### config.mk
export PLATFORM = sky130hd
export DESIGN_NAME = steady_state_ga_onemax
export DESIGN_NICKNAME = d
export VERILOG_FILES = /design/src/ssga_pkg.sv /design/src/steady_state_ga_onemax.sv /design/src/ssga_dp.sv /design/src/ssga_ctrl.sv
export SDC_FILE = /design/constraint.sdc
export NUM_CORES = 2
export LEC_CHECK = 0
export CAP_MARGIN = 20
export CORE_ASPECT_RATIO = 1.25
export CORE_MARGIN = 3
export CORE_UTILIZATION = 68
export DETAILED_ROUTE_END_ITERATION = 10
export DONT_BUFFER_PORTS = 1
export PLACE_DENSITY = 0.84
export SLEW_MARGIN = 20
export SYNTH_ARGS = -nofsm -noshare
export SYNTH_HDL_FRONTEND = slang
export SYNTH_SLANG_ARGS = --single-unit
### constraint.sdc
create_clock -name clk -period 25.2 [get_ports clk]
set_input_delay 2.52 -clock clk [delete_from_list [all_inputs] [get_ports clk]]
set_output_delay 2.52 -clock clk [all_outputs]
set_load 0.01 [all_outputs]
### src/ssga_pkg.sv
// ssga_pkg: beat types, command/status structs and fixed field widths
// for the steady-state GA block. No dependencies.
package ssga_pkg;

  localparam int FIELD_BITS   = 60;
  localparam int SLOT_BITS    = 4;
  localparam int FIT_OUT_BITS = 6;

  localparam logic OP_LOAD   = 1'b0;
  localparam logic OP_EVOLVE = 1'b1;

  typedef struct packed {
    logic                    operation;
    logic [SLOT_BITS-1:0]    slot;
    logic [FIELD_BITS-1:0]   genome;
    logic [SLOT_BITS-1:0]    parent_a;
    logic [SLOT_BITS-1:0]    parent_b;
    logic [FIELD_BITS-1:0]   cross_mask;
    logic [FIELD_BITS-1:0]   flip_mask;
  } in_t;

  typedef struct packed {
    logic                    status;
    logic [FIT_OUT_BITS-1:0] child_fitness;
    logic                    replaced;
    logic [FIT_OUT_BITS-1:0] best_fitness;
    logic [FIELD_BITS-1:0]   best_genome;
    logic                    solved;
  } out_t;

  typedef struct packed {
    logic capture;
    logic decode;
    logic rd_b;
    logic latch_a;
    logic mix;
    logic pop1;
    logic pop2;
    logic commit;
    logic scan_rd;
    logic finish;
  } ga_cmd_t;

  typedef struct packed {
    logic is_load;
    logic bad;
    logic do_scan;
    logic scan_last;
    logic out_free;
  } ga_sts_t;

endpackage

### src/steady_state_ga_onemax.sv
// Steady-state GA on OneMax: one beat in, one result beat out. A new beat
// is accepted only once the last one is through. A load or an evolve that
// replaces rescans the fitness memory, one slot per cycle through its single
// registered read port; a rejected child and a beat with a bad slot or bad
// parents skip the rescan. Parents come one after the other from the genome
// memory's read port. A finished result waits in an output register while
// the next beat is taken. Depends on ssga_pkg, ssga_ctrl and ssga_dp.
module steady_state_ga_onemax #(
  parameter int GENOME_BITS = 60,
  parameter int POP_SIZE    = 10
) (
  input  logic           clk,
  input  logic           rst_n,
  input  logic           in_valid,
  output logic           in_ready,
  input  ssga_pkg::in_t  in_data,
  output logic           out_valid,
  input  logic           out_ready,
  output ssga_pkg::out_t out_data
);
  import ssga_pkg::*;

  ga_cmd_t cmd;
  ga_sts_t sts;

  ssga_ctrl u_ctrl (
    .clk      (clk),
    .rst_n    (rst_n),
    .in_valid (in_valid),
    .in_ready (in_ready),
    .sts      (sts),
    .cmd      (cmd)
  );

  ssga_dp #(
    .GENOME_BITS (GENOME_BITS),
    .POP_SIZE    (POP_SIZE)
  ) u_dp (
    .clk       (clk),
    .rst_n     (rst_n),
    .in_data   (in_data),
    .cmd       (cmd),
    .sts       (sts),
    .out_ready (out_ready),
    .out_valid (out_valid),
    .out_data  (out_data)
  );

endmodule

### src/ssga_dp.sv
// ssga_dp: datapath of the steady-state GA - genome and fitness memories,
// child build, two-stage popcount, best/worst tracking and output register.
// Depends on ssga_pkg.
module ssga_dp #(
  parameter int GENOME_BITS = 60,
  parameter int POP_SIZE    = 10
) (
  input  logic             clk,
  input  logic             rst_n,
  input  ssga_pkg::in_t    in_data,
  input  ssga_pkg::ga_cmd_t cmd,
  output ssga_pkg::ga_sts_t sts,
  input  logic             out_ready,
  output logic             out_valid,
  output ssga_pkg::out_t   out_data
);
  import ssga_pkg::*;

  localparam int GW  = (GENOME_BITS < FIELD_BITS) ? GENOME_BITS : FIELD_BITS;
  localparam int FW  = $clog2(GW + 1);
  localparam int IW  = $clog2(POP_SIZE);
  localparam int CW  = $clog2(POP_SIZE + 1);
  localparam int NCH = (GW + 7) / 8;
  localparam int PW  = NCH * 8;

  in_t               item_r;
  logic              bad_r;
  logic [GW-1:0]     child_r, child_nxt;
  logic [GW-1:0]     par_a_r;
  logic [3:0]        chunk_r [NCH];
  logic [3:0]        chunk_nxt [NCH];
  logic [FW-1:0]     fit_r;
  logic [FW-1:0]     fit_nxt;
  logic [IW-1:0]     worst_slot_r;
  logic [FW:0]       worst_fit_r;
  logic [GW-1:0]     best_bits_r;
  logic [FW-1:0]     best_score_r;
  logic              repl_r;
  logic [CW-1:0]     scan_cnt_r;
  logic              cmp_vld_r;
  logic [IW-1:0]     cmp_idx_r;

  logic [GW-1:0]     gmem [POP_SIZE];
  logic [FW-1:0]     fmem [POP_SIZE];
  logic [POP_SIZE-1:0] vld_r;
  logic [GW-1:0]     g_rd_r;
  logic              g_rd_vld_r;
  logic [FW-1:0]     f_rd_r;
  logic              f_rd_vld_r;

  out_t              out_r;
  logic              out_valid_r;

  logic              is_load;
  logic              bad_now;
  logic              accept;
  logic              do_write;
  logic [IW-1:0]     wr_addr;
  logic [IW-1:0]     g_addr;
  logic [IW-1:0]     f_addr;
  logic [GW-1:0]     g_eff;
  logic [FW:0]       f_eff;
  logic [PW-1:0]     child_pad;

  assign is_load = (item_r.operation == OP_LOAD);
  assign bad_now = is_load ? (32'(item_r.slot) >= 32'(POP_SIZE))
                           : ((item_r.parent_a == item_r.parent_b) ||
                              (32'(item_r.parent_a) >= 32'(POP_SIZE)) ||
                              (32'(item_r.parent_b) >= 32'(POP_SIZE)));
  assign accept   = ({1'b0, fit_r} >= worst_fit_r);
  assign do_write = cmd.commit && (is_load || accept);
  assign wr_addr  = is_load ? IW'(item_r.slot) : worst_slot_r;
  assign g_addr   = cmd.rd_b ? IW'(item_r.parent_b) : IW'(item_r.parent_a);
  assign f_addr   = scan_cnt_r[IW-1:0];
  assign g_eff    = g_rd_vld_r ? g_rd_r : '0;
  assign f_eff    = f_rd_vld_r ? {1'b0, f_rd_r} : '0;

  assign sts.is_load   = is_load;
  assign sts.bad       = bad_now;
  assign sts.do_scan   = is_load || accept;
  assign sts.scan_last = (scan_cnt_r == CW'(POP_SIZE - 1));
  assign sts.out_free  = !out_valid_r || out_ready;

  always_comb begin
    if (cmd.mix) begin
      child_nxt = ((par_a_r & ~item_r.cross_mask[GW-1:0]) |
                   (g_eff & item_r.cross_mask[GW-1:0])) ^ item_r.flip_mask[GW-1:0];
    end else begin
      child_nxt = item_r.genome[GW-1:0];
    end
  end

  // popcount: 8-bit chunks, then chunk sum
  assign child_pad = PW'(child_r);

  always_comb begin
    for (int c = 0; c < NCH; c++) begin
      chunk_nxt[c] = '0;
      for (int b = 0; b < 8; b++) begin
        chunk_nxt[c] = chunk_nxt[c] + {3'b000, child_pad[c*8+b]};
      end
    end
  end

  always_comb begin
    logic [7:0] sum;
    sum = '0;
    for (int c = 0; c < NCH; c++) begin
      sum = sum + {4'b0000, chunk_r[c]};
    end
    fit_nxt = FW'(sum);
  end

  // payload
  always_ff @(posedge clk) begin
    if (cmd.capture) begin
      item_r <= in_data;
    end
    if (cmd.decode) begin
      bad_r <= bad_now;
    end
    if ((cmd.decode && is_load) || cmd.mix) begin
      child_r <= child_nxt;
    end
    if (cmd.latch_a) begin
      par_a_r <= g_eff;
    end
    if (cmd.pop1) begin
      chunk_r <= chunk_nxt;
    end
    if (cmd.pop2) begin
      fit_r <= fit_nxt;
    end
    if (cmd.decode) begin
      repl_r <= 1'b0;
    end else if (cmd.commit && !is_load && accept) begin
      repl_r <= 1'b1;
    end
    if (cmd.commit) begin
      scan_cnt_r <= '0;
    end else if (cmd.scan_rd) begin
      scan_cnt_r <= scan_cnt_r + CW'(1);
    end
    cmp_idx_r <= f_addr;
    if (cmd.finish) begin
      out_r.status        <= bad_r;
      out_r.child_fitness <= bad_r ? '0 : FIT_OUT_BITS'(fit_r);
      out_r.replaced      <= repl_r;
      out_r.best_fitness  <= FIT_OUT_BITS'(best_score_r);
      out_r.best_genome   <= FIELD_BITS'(best_bits_r);
      out_r.solved        <= (32'(best_score_r) == 32'(GENOME_BITS));
    end
  end

  // memories
  always_ff @(posedge clk) begin
    if (do_write) begin
      gmem[wr_addr] <= child_r;
      fmem[wr_addr] <= fit_r;
    end
    g_rd_r     <= gmem[g_addr];
    g_rd_vld_r <= vld_r[g_addr];
    f_rd_r     <= fmem[f_addr];
    f_rd_vld_r <= vld_r[f_addr];
  end

  // state with reset
  always_ff @(posedge clk) begin
    if (!rst_n) begin
      vld_r        <= '0;
      worst_slot_r <= '0;
      worst_fit_r  <= '0;
      best_bits_r  <= '0;
      best_score_r <= '0;
      cmp_vld_r    <= 1'b0;
      out_valid_r  <= 1'b0;
    end else begin
      if (do_write) begin
        vld_r[wr_addr] <= 1'b1;
      end
      if (cmd.commit && (fit_r > best_score_r)) begin
        best_score_r <= fit_r;
        best_bits_r  <= child_r;
      end
      if (cmd.commit && is_load) begin
        worst_fit_r <= '1;
      end else if (cmd.commit && accept) begin
        worst_fit_r <= {1'b0, fit_r};
      end else if (cmp_vld_r && (f_eff < worst_fit_r)) begin
        worst_slot_r <= cmp_idx_r;
        worst_fit_r  <= f_eff;
      end
      cmp_vld_r <= cmd.scan_rd;
      if (cmd.finish) begin
        out_valid_r <= 1'b1;
      end else if (out_ready) begin
        out_valid_r <= 1'b0;
      end
    end
  end

  assign out_valid = out_valid_r;
  assign out_data  = out_r;

  a_worst_range: assert property (@(posedge clk) disable iff (!rst_n)
    32'(worst_slot_r) < 32'(POP_SIZE))
    else $error("worst slot out of range");

  a_best_range: assert property (@(posedge clk) disable iff (!rst_n)
    32'(best_score_r) <= 32'(GW))
    else $error("best score above genome length");

  a_write_valid: assert property (@(posedge clk) disable iff (!rst_n)
    do_write |=> vld_r[$past(wr_addr)])
    else $error("written slot not marked valid");

  a_repl_ok: assert property (@(posedge clk) disable iff (!rst_n)
    out_valid_r |-> !(out_r.status && out_r.replaced))
    else $error("replacement flagged on a rejected beat");

endmodule

### src/ssga_ctrl.sv
// ssga_ctrl: controller state machine of the steady-state GA; sequences
// decode, parent reads, popcount, commit, rescan and result hand-off.
// Depends on ssga_pkg.
module ssga_ctrl (
  input  logic              clk,
  input  logic              rst_n,
  input  logic              in_valid,
  output logic              in_ready,
  input  ssga_pkg::ga_sts_t sts,
  output ssga_pkg::ga_cmd_t cmd
);
  import ssga_pkg::*;

  typedef enum logic [9:0] {
    S_IDLE     = 10'b0000000001,
    S_DEC      = 10'b0000000010,
    S_RD_B     = 10'b0000000100,
    S_MIX      = 10'b0000001000,
    S_POP1     = 10'b0000010000,
    S_POP2     = 10'b0000100000,
    S_COMMIT   = 10'b0001000000,
    S_SCAN     = 10'b0010000000,
    S_SCAN_END = 10'b0100000000,
    S_FINISH   = 10'b1000000000
  } state_t;

  state_t state_r, state_nxt;

  always_comb begin
    state_nxt = state_r;
    cmd       = '0;
    in_ready  = 1'b0;
    case (state_r)
      S_IDLE: begin
        in_ready    = 1'b1;
        cmd.capture = in_valid;
        if (in_valid) begin
          state_nxt = S_DEC;
        end
      end
      S_DEC: begin
        cmd.decode = 1'b1;
        if (sts.bad) begin
          state_nxt = S_FINISH;
        end else if (sts.is_load) begin
          state_nxt = S_POP1;
        end else begin
          state_nxt = S_RD_B;
        end
      end
      S_RD_B: begin
        cmd.rd_b    = 1'b1;
        cmd.latch_a = 1'b1;
        state_nxt   = S_MIX;
      end
      S_MIX: begin
        cmd.mix   = 1'b1;
        state_nxt = S_POP1;
      end
      S_POP1: begin
        cmd.pop1  = 1'b1;
        state_nxt = S_POP2;
      end
      S_POP2: begin
        cmd.pop2  = 1'b1;
        state_nxt = S_COMMIT;
      end
      S_COMMIT: begin
        cmd.commit = 1'b1;
        state_nxt  = sts.do_scan ? S_SCAN : S_FINISH;
      end
      S_SCAN: begin
        cmd.scan_rd = 1'b1;
        if (sts.scan_last) begin
          state_nxt = S_SCAN_END;
        end
      end
      S_SCAN_END: begin
        state_nxt = S_FINISH;
      end
      S_FINISH: begin
        if (sts.out_free) begin
          cmd.finish = 1'b1;
          state_nxt  = S_IDLE;
        end
      end
      default: begin
        state_nxt = S_IDLE;
      end
    endcase
  end

  always_ff @(posedge clk) begin
    if (!rst_n) begin
      state_r <= S_IDLE;
    end else begin
      state_r <= state_nxt;
    end
  end

endmodule
==> metrics.txt <==
vias in the first global route=28000; largest family of logic cells by synthesized area=simple AND/OR/NAND/NOR gates; ys flop type=edfxtp_1; RSZ-0062 raised after global routing=no; site row count=108; flops & latches, synth=1262; CTS Buf Count=111; Arr. time, crit path=2.36 ns; top-count cell post-synth=edfxtp_1; routed via count=26800; Leak=0.0188 uW; Overall Global Routing Usage=28.9%; Post-Synth Simple-Gate Area=7.37%; crit path kind=reg2out; Max IR drop VDD=0.0745 mV; Hold Path Class=reg2reg; worst skew pair latency=0.67 ns; setup TNS=0 ns; antenna violations before repair=4; IO Port Bufs=0; Worst Tran Pin Value=1.14 ns; # IOs=274; async set-reset flop share out of synthesis=0%; CP Capture Type=output pin; Initial Util=69.3%; post-CTS sizing=0; CP max FO=6; synth top area cells=edfxtp_1, dfxtp_1, mux2i_1, nand2_1, a21oi_1; first-pass GRT wire length=163000 um; mux contribution to synthesized area=6.33%; GRT overflow=0; CTS H-tree lvls=3; CTS tree=built; drt wl/cell=25.7 um; Final nets=3477; max-cap violations=0; cell count after placement=3998; Compound-Gate Fraction of Synth Area=4.66%; non-filler instance count after layout=4209; xor/xnor share of the synthesized area=1.52%; Place WS=20.41 ns; Seq/Total Area, Yosys=74.5%; Final HPWL DP=59500 um; Hold Vio Cnt, Final=0; die area=74600 um2; Antenna Cells=0; DRT Wirelength=108000 um; Post-Synthesis Cells=3157; f_max=0.205 GHz; count of cell types in the netlist=63; clock tree buffer depth=3; CTS sink cnt=1262; Mapped Nets=3457; DR DRC count=0; Root Driver=clkbuf_16; global placer's final weighted congestion=0.912; Core Region=70000 um2; largest net degree at the start of global routing=111; syn_area_per_cell=15.4 um2; EDFF count, synth=1086; CP max-delay cell=nor3b_1; clock skew=0.0217 ns; Via density=6.38; clk slew on worst S/H paths=0.07 ns; Final Power=4440 uW; worst path cell trace=nor4_4 -> nand3_1 -> nor3b_1; Post-Syn Area=48500 um2; Final Critical Period=4.88 ns; Adder-Cell Fraction of Synth Area=3.38%; share of cells above drive strength 1=8.12%; Synth area leader=edfxtp_1; post-route clock period utilization=19.3%; post-route setup slack=20.32 ns; Die Y=305 um; # hold bufs at CTS=0; Max transition margin=24.1%; WP data required=22.68 ns; post-route ant nets=0; die width=245 um; startpoint class of the critical path=flop; DRT Pass-1 Iters=6; commonest cells in the netlist=edfxtp_1, nand2_1, mux2i_1, a21oi_1, dfxtp_1; pwr dens=83.3 nW/um2; status=complete, no violations; yosys warns=0; initial DRC count=2961; post-synth top area share=67.2%; CP peak stage delay=0.65 ns; synthesis-to-layout area growth=9.83%; count of pins over their slew limit=0; Final Setup Violations=0; Post CTS Setup Buffer Count=0
layout by cell type, fill, tap and decap left out, types with 9 or more instances in the layout:
| master | count |
|---|---|
| and2_1 | 69 |
| edfxtp_1 | 1086 |
| clkbuf_8 | 14 |
| mux2i_1 | 265 |
| o21a_1 | 12 |
| o21ai_0 | 82 |
| nor2_4 | 9 |
| nor2b_1 | 88 |
| clkbuf_16 | 114 |
| xnor2_1 | 13 |
| fa_1 | 47 |
| o22ai_1 | 60 |
| clkinv_1 | 15 |
| a21oi_1 | 196 |
| nor2_1 | 23 |
| xor2_1 | 71 |
| clkbuf_1 | 22 |
| clkinvlp_4 | 11 |
| inv_1 | 137 |
| buf_4 | 42 |
| dfxtp_1 | 175 |
| mux4_2 | 14 |
| ha_1 | 56 |
| or4_1 | 58 |
| clkinv_2 | 22 |
| nand2_1 | 445 |
kinds of logic after synthesis:
family / count (synthesis)
muxes: 288
DFF: 1262
buffers and inverters: 274
and+or+nand+nor: 745
AOI/OAI and AO/OA: 401
adders and majority gates: 103
xor gates and xnor gates: 84
final cells by class:
cell class / count / area [um2]
clock buffers: 150 / 3130
clock inverters: 60 / 514
fillers: 3862 / 16700
inverters: 138 / 519
multi-input cells: 1621 / 11500
flip-flops and latches: 1262 / 36100
well taps: 935 / 1170
repair buffers: 43 / 343
layer usage:
layer  track usage [%]  up-vias  part of all wire [%]
li1                  -    11500                     -
met1              37.9    13400                    37
met2              47.7     1603                    50
met3              5.57      323                   9.4
met4              12.5        2                   3.7
met5                 0        -                 0.012
where the power goes:
group	total, uW	leakage [uW]	internal [uW]	switching, uW
clock network	1680	0.00177	943	732
registers	2430	0.0113	2370	59.5
logic	335	0.00566	116	220
registers in the layout (all words and copies together) (netlist names), 4 cells and up:
signal             flops
u_dp.gmem            600
u_dp.item_r          193
u_dp.out_data         75
u_dp.best_bits_r      60
u_dp.child_r          60
u_dp.fmem             60
u_dp.g_rd_r           60
u_dp.par_a_r          60
u_dp.chunk_r          31
u_ctrl.state_r        10
u_dp.vld_r            10
u_dp.worst_fit_r       7
u_dp.best_score_r      6
u_dp.f_rd_r            6
u_dp.fit_r             6
u_dp.cmp_idx_r         4
u_dp.f_addr            4
u_dp.worst_slot_r      4
per-stage QoR:
step	utilization, %	instance area, um2	hold WS, ns
final	76.1	53300	0.427
after global routing	76.1	53300	0.435
after CTS	76.1	53200	0.429
after detailed placement	70.9	49600	0.413
after global placement	70.9	49600	0.411
after floorplan	-	48500	0.329
final timing paths:
path	startpoint	endpoint	slack [ns]	depth (start not counted)
worst max-delay path	u_ctrl.state_r[4]	in_ready	20.32	3
worst min-delay path	u_dp.best_bits_r[28]	u_dp.out_data[29]	0.43	0
worst max register to register	u_ctrl.state_r[2]	u_dp.g_rd_r[30]	20.48	9
worst min register to register	u_dp.best_bits_r[28]	u_dp.out_data[29]	0.43	0
critical path: cells and delay by family (launching register included):
kind / cells / cell delay [ns]
flip-flops: 1 / 0.38
AND/OR/NAND/NOR: 3 / 1.31
(Power assumes the default switching activity.)
